===== src/design/rfku_pkg.sv =====
`default_nettype none
// ----------------------------------------------------------------------------
// rfku_pkg: shared types and codes for the record queue
// Holds the word formats on the command and result ports, the operation and
// status codes, and the command/status groups between controller and datapath.
// ----------------------------------------------------------------------------
package rfku_pkg;

    localparam int OP_W   = 3;
    localparam int ST_W   = 2;
    localparam int OCC_W  = 5;

    // operation codes
    localparam logic [OP_W-1:0] OP_PUSH = 3'd0;
    localparam logic [OP_W-1:0] OP_POP  = 3'd1;
    localparam logic [OP_W-1:0] OP_DUMP = 3'd2;
    localparam logic [OP_W-1:0] OP_SUB  = 3'd3;
    localparam logic [OP_W-1:0] OP_ADD  = 3'd4;

    // status codes
    localparam logic [ST_W-1:0] ST_OK    = 2'd0;
    localparam logic [ST_W-1:0] ST_EMPTY = 2'd1;
    localparam logic [ST_W-1:0] ST_FULL  = 2'd2;

    // command word
    typedef struct packed {
        logic [OP_W-1:0]    opcode;
        logic signed [31:0] item_code;
        logic signed [31:0] item_amount;
        logic [31:0]        item_price_bits;
        logic [63:0]        item_name_low;
        logic [15:0]        item_name_high;
    } in_item_t;

    // result word
    typedef struct packed {
        logic [ST_W-1:0]    status;
        logic signed [31:0] out_code;
        logic signed [31:0] out_amount;
        logic [31:0]        out_price_bits;
        logic [63:0]        out_name_low;
        logic [15:0]        out_name_high;
        logic [OCC_W-1:0]   occupancy;
        logic               last;
    } out_item_t;

    // controller to datapath
    typedef struct packed {
        logic            accept;       // latch the command word
        logic            push;         // write record at tail
        logic            pop;          // drop the head entry
        logic            walk_begin;   // start a walk at the head
        logic            issue;        // read the entry under the walk pointer
        logic            emit_entry;   // emit the entry read last cycle
        logic            last_entry;   // that entry is the final one
        logic            update;       // apply the key match to the entry read last cycle
        logic            sub;          // subtract rather than add
        logic            emit_simple;  // emit a status-only word
        logic [ST_W-1:0] status;       // status of that word
    } dp_cmd_t;

    // datapath to controller
    typedef struct packed {
        logic empty;
        logic full;
        logic issue_last;   // the read being issued is the final one
    } dp_status_t;

endpackage
`default_nettype wire


===== src/design/rfku_datapath.sv =====
`default_nettype none
// ----------------------------------------------------------------------------
// rfku_datapath: entry memories, ring pointers and result register
// Stores records in a ring, walks it one entry per cycle through a registered
// read port, applies keyed amount updates and builds the result words.
// ----------------------------------------------------------------------------
module rfku_datapath #(
    parameter int DEPTH = 16
) (
    input  wire logic               clk,
    input  wire logic               rst_n,
    input  wire rfku_pkg::in_item_t item,
    input  wire rfku_pkg::dp_cmd_t  cmd,
    output rfku_pkg::dp_status_t    stat,
    output rfku_pkg::out_item_t     result,
    output logic                    strobe
);

    localparam int IDX_W = $clog2(DEPTH);
    localparam int CNT_W = $clog2(DEPTH + 1);

    typedef struct packed {
        logic [31:0] code;
        logic [31:0] price;
        logic [63:0] name_low;
        logic [15:0] name_high;
    } rec_t;

    rec_t        rec_mem [DEPTH];
    logic [31:0] amt_mem [DEPTH];

    logic [IDX_W-1:0] head_reg,   head_next;
    logic [IDX_W-1:0] tail_reg,   tail_next;
    logic [CNT_W-1:0] count_reg,  count_next;
    logic [IDX_W-1:0] ptr_reg,    ptr_next;
    logic [CNT_W-1:0] issued_reg, issued_next;
    logic [IDX_W-1:0] proc_addr_reg;
    rec_t             rec_q_reg;
    logic [31:0]      amt_q_reg;
    logic [31:0]      key_reg;
    logic [31:0]      delta_reg;
    rfku_pkg::out_item_t result_reg, result_next;
    logic             strobe_reg, strobe_next;

    logic             match;
    logic [31:0]      amt_new;

    function automatic logic [IDX_W-1:0] ring_next(input logic [IDX_W-1:0] i);
        ring_next = (i == IDX_W'(DEPTH - 1)) ? '0 : i + 1'b1;
    endfunction

    // status towards the controller
    assign stat.empty      = (count_reg == '0);
    assign stat.full       = (count_reg == CNT_W'(DEPTH));
    assign stat.issue_last = (CNT_W'(issued_reg + 1'b1) == count_reg);

    // pointer and count updates
    always_comb
    begin
        head_next   = head_reg;
        tail_next   = tail_reg;
        count_next  = count_reg;
        ptr_next    = ptr_reg;
        issued_next = issued_reg;
        if (cmd.push)
        begin
            tail_next  = ring_next(tail_reg);
            count_next = count_reg + 1'b1;
        end
        if (cmd.pop)
        begin
            head_next  = ring_next(head_reg);
            count_next = count_reg - 1'b1;
        end
        if (cmd.walk_begin)
        begin
            ptr_next    = head_reg;
            issued_next = '0;
        end
        if (cmd.issue)
        begin
            ptr_next    = ring_next(ptr_reg);
            issued_next = issued_reg + 1'b1;
        end
    end

    always_ff @(posedge clk or negedge rst_n)
    begin
        if (!rst_n)
        begin
            head_reg   <= '0;
            tail_reg   <= '0;
            count_reg  <= '0;
            ptr_reg    <= '0;
            issued_reg <= '0;
            strobe_reg <= 1'b0;
        end
        else
        begin
            head_reg   <= head_next;
            tail_reg   <= tail_next;
            count_reg  <= count_next;
            ptr_reg    <= ptr_next;
            issued_reg <= issued_next;
            strobe_reg <= strobe_next;
        end
    end

    // hold the key and quantity of the accepted word
    always_ff @(posedge clk)
    begin
        if (cmd.accept)
        begin
            key_reg   <= item.item_code;
            delta_reg <= item.item_amount;
        end
    end

    // keyed amount update on the entry read last cycle
    assign match   = (rec_q_reg.code == key_reg);
    assign amt_new = cmd.sub ? (amt_q_reg - delta_reg) : (amt_q_reg + delta_reg);

    // record memory: write on push, registered read on walk
    always_ff @(posedge clk)
    begin
        if (cmd.push)
        begin
            rec_mem[tail_reg] <= '{code:      item.item_code,
                                   price:     item.item_price_bits,
                                   name_low:  item.item_name_low,
                                   name_high: item.item_name_high};
        end
        if (cmd.issue)
        begin
            rec_q_reg     <= rec_mem[ptr_reg];
            proc_addr_reg <= ptr_reg;
        end
    end

    // amount memory: write on push or matching update, registered read
    always_ff @(posedge clk)
    begin
        if (cmd.push)
        begin
            amt_mem[tail_reg] <= item.item_amount;
        end
        else if (cmd.update && match)
        begin
            amt_mem[proc_addr_reg] <= amt_new;
        end
        if (cmd.issue)
        begin
            amt_q_reg <= amt_mem[ptr_reg];
        end
    end

    // build the result word
    always_comb
    begin
        result_next = result_reg;
        strobe_next = 1'b0;
        if (cmd.emit_simple)
        begin
            result_next           = '0;
            result_next.status    = cmd.status;
            result_next.occupancy = rfku_pkg::OCC_W'(count_next);
            result_next.last      = 1'b1;
            strobe_next           = 1'b1;
        end
        else if (cmd.emit_entry)
        begin
            result_next.status         = rfku_pkg::ST_OK;
            result_next.out_code       = rec_q_reg.code;
            result_next.out_amount     = amt_q_reg;
            result_next.out_price_bits = rec_q_reg.price;
            result_next.out_name_low   = rec_q_reg.name_low;
            result_next.out_name_high  = rec_q_reg.name_high;
            result_next.occupancy      = rfku_pkg::OCC_W'(count_next);
            result_next.last           = cmd.last_entry;
            strobe_next                = 1'b1;
        end
    end

    always_ff @(posedge clk)
    begin
        result_reg <= result_next;
    end

    assign result = result_reg;
    assign strobe = strobe_reg;

endmodule
`default_nettype wire


===== src/design/rfku_ctrl.sv =====
`default_nettype none
// ----------------------------------------------------------------------------
// rfku_ctrl: operation sequencer for the record queue
// Decodes each accepted word, issues push and pop straight from idle, and runs the
// read walk used by dump, subtract and add.
// ----------------------------------------------------------------------------
module rfku_ctrl (
    input  wire logic                          clk,
    input  wire logic                          rst_n,
    input  wire logic                          start,
    input  wire logic [rfku_pkg::OP_W-1:0]     opcode,
    input  wire rfku_pkg::dp_status_t          stat,
    output rfku_pkg::dp_cmd_t                  cmd,
    output logic                               busy
);

    localparam logic [1:0] S_IDLE  = 2'd0;
    localparam logic [1:0] S_WALK  = 2'd1;
    localparam logic [1:0] S_FLUSH = 2'd2;

    logic [1:0]                state_reg, state_next;
    logic [rfku_pkg::OP_W-1:0] op_reg,    op_next;
    logic                      proc_valid_reg;
    logic                      is_dump;

    assign is_dump = (op_reg == rfku_pkg::OP_DUMP);
    assign busy    = (state_reg != S_IDLE);

    // decode and sequence
    always_comb
    begin
        cmd        = '0;
        cmd.status = rfku_pkg::ST_OK;
        cmd.sub    = (op_reg == rfku_pkg::OP_SUB);
        state_next = state_reg;
        op_next    = op_reg;
        unique case (state_reg)
            S_IDLE:
            begin
                if (start)
                begin
                    cmd.accept = 1'b1;
                    op_next    = opcode;
                    unique case (opcode)
                        rfku_pkg::OP_PUSH:
                        begin
                            cmd.emit_simple = 1'b1;
                            if (stat.full)
                            begin
                                cmd.status = rfku_pkg::ST_FULL;
                            end
                            else
                            begin
                                cmd.push = 1'b1;
                            end
                        end
                        rfku_pkg::OP_POP:
                        begin
                            cmd.emit_simple = 1'b1;
                            if (stat.empty)
                            begin
                                cmd.status = rfku_pkg::ST_EMPTY;
                            end
                            else
                            begin
                                cmd.pop = 1'b1;
                            end
                        end
                        rfku_pkg::OP_DUMP:
                        begin
                            if (stat.empty)
                            begin
                                cmd.emit_simple = 1'b1;
                                cmd.status      = rfku_pkg::ST_EMPTY;
                            end
                            else
                            begin
                                cmd.walk_begin = 1'b1;
                                state_next     = S_WALK;
                            end
                        end
                        rfku_pkg::OP_SUB,
                        rfku_pkg::OP_ADD:
                        begin
                            if (stat.empty)
                            begin
                                cmd.emit_simple = 1'b1;
                            end
                            else
                            begin
                                cmd.walk_begin = 1'b1;
                                state_next     = S_WALK;
                            end
                        end
                        default:
                        begin
                            cmd.emit_simple = 1'b1;
                        end
                    endcase
                end
            end
            S_WALK:
            begin
                // issue the next read, handle the previous one
                cmd.issue      = 1'b1;
                cmd.emit_entry = proc_valid_reg && is_dump;
                cmd.update     = proc_valid_reg && !is_dump;
                if (stat.issue_last)
                begin
                    state_next = S_FLUSH;
                end
            end
            S_FLUSH:
            begin
                // handle the final read and close the operation
                cmd.emit_entry  = is_dump;
                cmd.last_entry  = 1'b1;
                cmd.update      = !is_dump;
                cmd.emit_simple = !is_dump;
                state_next      = S_IDLE;
            end
            default:
            begin
                state_next = S_IDLE;
            end
        endcase
    end

    always_ff @(posedge clk or negedge rst_n)
    begin
        if (!rst_n)
        begin
            state_reg      <= S_IDLE;
            op_reg         <= rfku_pkg::OP_PUSH;
            proc_valid_reg <= 1'b0;
        end
        else
        begin
            state_reg      <= state_next;
            op_reg         <= op_next;
            proc_valid_reg <= cmd.issue;
        end
    end

endmodule
`default_nettype wire


===== src/design/record_fifo_with_keyed_update.sv =====
`default_nettype none
// ----------------------------------------------------------------------------
// record_fifo_with_keyed_update: bounded queue of product records
// Ring of DEPTH records with push, pop, dump and keyed subtract/add.
// ----------------------------------------------------------------------------
// A command word is taken when start is high and busy is low. Results appear
// on result, each marked by strobe for a single cycle, and must be taken then;
// the receiver cannot hold them off. Push, pop, unused codes and any operation
// on an empty queue leave busy low: the single result shows in the next cycle
// and a new word may be taken in that same cycle. Dump, subtract and add keep
// busy high through the walk and the closing flush state; the walk reads one
// stored entry per cycle through the single read port of the entry memory.
// Dump on a queue of N entries gives N results on consecutive cycles, the
// final one with last set. Entries are never cleared: only occupied entries
// are ever read.
// ----------------------------------------------------------------------------
module record_fifo_with_keyed_update #(
    parameter int DEPTH = 16
) (
    input  wire logic                clk,
    input  wire logic                rst_n,
    input  wire logic                start,
    output logic                     busy,
    input  wire rfku_pkg::in_item_t  item,
    output rfku_pkg::out_item_t      result,
    output logic                     strobe
);

    rfku_pkg::dp_cmd_t    cmd;
    rfku_pkg::dp_status_t stat;

    // sequencer
    rfku_ctrl u_ctrl (
        .clk    (clk),
        .rst_n  (rst_n),
        .start  (start),
        .opcode (item.opcode),
        .stat   (stat),
        .cmd    (cmd),
        .busy   (busy)
    );

    // storage and result path
    rfku_datapath #(
        .DEPTH (DEPTH)
    ) u_datapath (
        .clk    (clk),
        .rst_n  (rst_n),
        .item   (item),
        .cmd    (cmd),
        .stat   (stat),
        .result (result),
        .strobe (strobe)
    );

endmodule
`default_nettype wire

===== config.mk =====
export PLATFORM = sky130hd
export DESIGN_NAME = record_fifo_with_keyed_update
export DESIGN_NICKNAME = d
export VERILOG_FILES = /design/src/design/rfku_pkg.sv /design/src/design/rfku_datapath.sv /design/src/design/rfku_ctrl.sv /design/src/design/record_fifo_with_keyed_update.sv
export SDC_FILE = /design/constraint.sdc
export NUM_CORES = 2
export LEC_CHECK = 0
export BUFFER_PORTS_ARGS = -buffer_cell sky130_fd_sc_hd__clkbuf_2
export CAP_MARGIN = 5
export CORE_UTILIZATION = 55
export CTS_CLUSTER_DIAMETER = 30
export CTS_CLUSTER_SIZE = 24
export DETAILED_ROUTE_END_ITERATION = 8
export GPL_TIMING_DRIVEN = 1
export PLACE_DENSITY_LB_ADDON = 0.05
export SLEW_MARGIN = 20
export SYNTH_ARGS = -nofsm -noshare
export SYNTH_HDL_FRONTEND = slang
export SYNTH_HIERARCHICAL = 1
export SYNTH_SLANG_ARGS = --single-unit

===== constraint.sdc =====
create_clock -name clk -period 36.7 [get_ports clk]
set_input_delay 5.505 -clock clk [delete_from_list [all_inputs] [get_ports clk]]
set_output_delay 5.505 -clock clk [all_outputs]
set_load 0.005 [all_outputs]

Word level (Yosys, flattened, before mapping):

Memory sizes are Yosys's and may differ from the RTL's. A register that Yosys moved wholly into a read port is not among the register bits.
Cells that the tools add are included.

* $lt $le $gt $ge: 0
* bitwise gates (word level): 0
* equality and inequality tests: 18
* shift-type cells: 0
* add/sub/neg operators: 8
* divide/modulo/power cells: 0
* reductions and logical operators: 15
* multiplexer cells: 47
* multiply operators: 0

Operator list (number)
* 184-bit 2-to-1 mux: 2
* 32-bit 2-to-1 mux: 2
* 32-bit adder: 1
* 32-bit == test: 1
* 4-bit 2-to-1 mux: 8
* 32-bit OR reduction: 1
* 32-bit subtractor: 1
* 5-bit 2-to-1 mux: 4
* 1-bit 2-to-1 mux: 17
* 4-bit by 1-bit adder with 4-bit output (second input constant): 3
* 3-bit by 2-bit == test with 1-bit output (second input constant): 4
* 4-bit == test (second input constant): 3
* 2-bit 2-to-1 mux: 6
* 5-bit by 1-bit adder with 5-bit output (second input constant): 2
* 2-bit inequality test (second input constant): 4
* 1-bit one-hot mux with 2 select lines: 4
* 3-bit 2-to-1 mux: 2
* 2-bit one-hot mux with 3 select lines: 1
* 2-bit nonzero test: 3
* 5-bit == test: 1
* 5-bit == test (second input constant): 1
* 5-bit logical NOT: 1
* 5-bit by 1-bit subtractor with 5-bit output (second input constant): 1
* 2-bit one-hot mux with 2 select lines: 1
* 12 further kinds: 14

* latch bits: 0
* RAM bits: 2816
* bits in read-only memories: 0
* memories: 2
* output and inout port bits: 186
* register bits: 281

Memory list
* u_datapath.rec_mem: words 16, width 144, rd ports 1, clocked after Yosys merged registers in 1, wr ports 1, line rfku_datapath.sv:29 `rec_t rec_mem [DEPTH];`
* u_datapath.amt_mem: words 16, width 32, rd ports 1, clocked after Yosys merged registers in 1, wr ports 1, line rfku_datapath.sv:30 `logic [31:0] amt_mem [DEPTH];`

Longest topological paths before layout:

* depth after elaboration: 10
* depth in mapped cells: 17
* gate-level depth less buffers: 17

Hierarchy:

Netlist, hierarchy kept.

Modules (own cells, without submodules)
* rfku_datapath: instances 1, area each 125461.6 µm², cells an instance 6712, sequential area each 96217.3 µm²
* rfku_ctrl: instances 1, area each 446.7 µm², cells an instance 45, sequential area each 150.1 µm²

Worst setup path after synthesis:

OpenSTA, ideal clock, no wires.

* path type: input-to-reg
* from: in start
* to: mem u_datapath/rec_mem[5][0] (netlist bit), enable pin
* stages on the path: 5
* slack: 18.564 ns
* path buffers: 1
* setup time: 0.854 ns
* required time: 35.846 ns
* arrival: 17.282 ns
* path through: nand2_1 > nor4b_1 > clkbuf_1 > nand2_1 > nor3b_1

RTL lines
* start, declared: line record_fifo_with_keyed_update.sv:22 `input wire logic start,`
* end, declared: line rfku_datapath.sv:29

==> impl_metrics.yaml <==
final_layout:
  num-fill-cells: 15005
  multi_input_area_sq_mm: 0.02835
  nNetsFinal: 7743
  fin_util: 0.6691
  final_layout_size_suffix_gt1_frac: 0.2575
  largest_register_ffs: 2304
  syn2layout_area_growth_pct: 20.90
  ff_latch_area_sq_mm: 0.09638
timing:
  slew_headroom: 0.2311
  hold_ws_ns: 0.4830
  worst_pin_slew_ns: 1.153
  post-route-period-util: 0.2402
  drv_slew: 0
  finalHoldViolCount: 0
  setup_viol: 0
  rsz0062_at_grt: "false"
  setup_tns_ns: 0
  post-route-min-period_ns: 8.814
  skew_ns: 0.05606
  fmax_mhz: 113.5
yosys:
  synthCells: 6757
  synth.top_cells.by_area: "edfxtp_1 (73%), mux4_2 (6.3%), mux2i_1 (5.6%)"
  synth_top_area_cell: "edfxtp_1"
  synth_area_sq_mm: 0.1259
  synthDistinctLibCells: 77
  synth_warnings: 6
  ys_ff_latch: 3273
  syn_area_per_cell_sq_um: 18.63
  synth_flop_cell: "edfxtp_1"
  async_flop_share: 0.008860
  synth-edff-count: 3067
  yosysSeqAreaShare: 0.7654
  synth_fp_nets: 6985
  synth_top_cell_area_share: 0.7315
route:
  first_iter_violations: 5919
  drt_first_pass_iters: 5
  drt-total-wl_um: 306000
  post_drt_wl_per_cell_um: 27.74
  route.detailed.drc: 0
  antenna_left: 0
  viasPerCell: 6.055
  vias: 66793
global_routing:
  gr-usage-all-layers: 0.2659
  grt_pass1_wl_um: 450500
  grt_overflow_total: 0
  grt_pass1_vias: 68267
  antenna_found_initial: 43
  grt_max_degree: 147
setup_path:
  endpoint_kind: "flip-flop"
  criticalPathCategory: "input pin to flip-flop"
  timing.rr.end: "u_datapath/rec_q_reg[88]"
  reg2reg_setup_slack_ns: 30.78
  critical_path_required_ns: 37.29
  r2r_start: "u_datapath/ptr_reg[0]"
  path_max_fanout: 56
  start_kind: "input pin"
  reg2regPathDepth: 9
  crit_arrival_ns: 9.40
clock_network:
  max-clock-path-buffers: 4
  postCtsSetupBuffers: 0
  cts_tree: "yes"
  clock_sinks: 3273
  clk_latency_ns: 0.97
  ctsHoldBuffers: 0
  path_clk_slew_ns: 0.05
  numCtsBuffers: 613
  cts.htree.levels: 6
  cts_root_buffer: "clkbuf_16"
  cts_resized: 0
floorplanning:
  rows: 175
  die_w_um: 480.5
  die_h_um: 480.5
  dieArea_sq_mm: 0.2308
  initial_core_util: 0.5534
  core_area_sq_mm: 0.2275
  boundaryPins: 368
placed_design:
  io_buffers: 367
  gp_congestion: 0.8126
  hpwl_um: 161600
job:
  drv_cap: 0
power:
  ir_drop_mv: 0.09030
  p_total_mw: 12.99
  power.density_mw_per_mm2: 85.34
  p_leak_nw: 52.37
worst_hold_path:
  min_path_cells: 2
  holdPathEnd: "u_datapath/result[91]"
  hold_path_startpoint: "u_datapath/rec_q_reg[85]"
  hold_path_class: "flip-flop to flip-flop"
outcome:
  status: "complete, no violations"
final cells by class:
class                      count  share of cell area
multi-input combinational   3091              0.1863
antenna                       10           0.0001644
clock inverter               392             0.02916
timing repair buffer         501             0.01995
tap                         3009             0.02473
inverter                      35           0.0008713
clock buffer                 720              0.1057
sequential                  3273              0.6332
stage by stage:
step / area, sq um / std cells / worst slack [ns]
after global placement: 131600 / 9906 / 26.99
after floorplan: 125900 / 6757 / 18.56
after global routing: 152200 / 11027 / 27.75
final: 152200 / 11031 / 27.89
after detailed placement: 131600 / 9906 / 26.87
after CTS: 152100 / 11018 / 27.87
cells in the final DEF (no fill, tap or decap), types with 53 or more instances in the layout:
| cell type | Yosys | layout |
|---|---|---|
| nand2_1 | 247 | 246 |
| nor2_1 | 257 | 230 |
| clkinv_1 | 0 | 72 |
| clkinv_2 | 0 | 83 |
| clkbuf_16 | 0 | 624 |
| edfxtp_1 | 3067 | 3067 |
| mux4_2 | 352 | 352 |
| clkinvlp_4 | 0 | 53 |
| inv_6 | 0 | 54 |
| mux2_2 | 183 | 183 |
| o21ai_0 | 402 | 391 |
| a22oi_1 | 177 | 177 |
| clkbuf_1 | 274 | 85 |
| a221oi_1 | 176 | 176 |
| mux2i_1 | 708 | 708 |
| dfxtp_1 | 177 | 177 |
| clkbuf_2 | 0 | 367 |
| a21oi_1 | 229 | 229 |
| xnor2_1 | 78 | 78 |
| bufinv_16 | 0 | 77 |
| buf_4 | 1 | 119 |
metal layers:
layer / global-route usage / wire length, um / vias up
li1: - / - / 29047
met1: 0.3808 / 132800 / 34969
met2: 0.4174 / 146200 / 2266
met3: 0.05436 / 20750 / 477
met4: 0.07424 / 6061 / 34
met5: 0 / 204 / -
how the worst max path moves through the flow:
stage,start,to,slack (ns),depth (start not counted)
2_1_floorplan,start,u_datapath/rec_mem[5][0],18.56,5
5_1_grt,start,u_datapath/amt_mem[13][17],27.75,13
3_5_place_dp,start,u_datapath/amt_mem[13][9],26.87,13
6_report,start,u_datapath/amt_mem[13][17],27.89,13
3_3_place_gp,start,u_datapath/amt_mem[13][2],26.99,13
4_1_cts,start,u_datapath/amt_mem[13][17],27.87,13
report_power, final:
part	total, mW	leakage [nW]	internal [mW]	switching [mW]
Combinational	2.93	13.0	1.09	1.84
Clock	5.53	9.91	3.68	1.85
Sequential	4.53	29.4	4.37	0.161
logic make-up after synthesis:
kind of cell / synth area share
AOI/OAI and AO/OA: 0.05280
xor gates and xnor gates: 0.007503
adders and majority gates: 0.004631
buffers and inverters: 0.01184
DFF: 0.7654
muxes: 0.1361
and+or+nand+nor: 0.02176
synthesized netlist by cell type (all sizes together) (5+ instances only):
| cell | number |
|---|---|
| clkbuf | 274 |
| a31oi | 15 |
| nor2b | 7 |
| buf | 84 |
| nor3b | 5 |
| dfrtp | 29 |
| nand2 | 247 |
| a21oi | 229 |
| ha | 45 |
| nor3 | 21 |
| nor2 | 257 |
| mux2 | 188 |
| a31o | 7 |
| mux4 | 352 |
| o21bai | 9 |
| o21ai | 402 |
| and2 | 11 |
| a221oi | 176 |
| dfxtp | 177 |
| nand3 | 14 |
| nand2b | 8 |
| edfxtp | 3067 |
| a22oi | 177 |
| mux2i | 708 |
| and3 | 9 |
| inv | 35 |
| nand4 | 17 |
| or3 | 6 |
| xnor2 | 79 |
| nor4 | 8 |
| a21o | 15 |
| xor2 | 28 |
worst max-delay path, stage by stage:
cell and delay, ns:
clkbuf_2 0.12, nand2_1 0.25, nor4b_2 0.10, buf_4 0.23, nor2b_1 0.18, nand2_1 0.06, or4_2 0.66, buf_4 0.38
mux2i_1 0.29, and3_1 0.19, a31oi_1 0.16, nor2_4 0.76, buf_4 0.45
(Power assumes the default switching activity.)
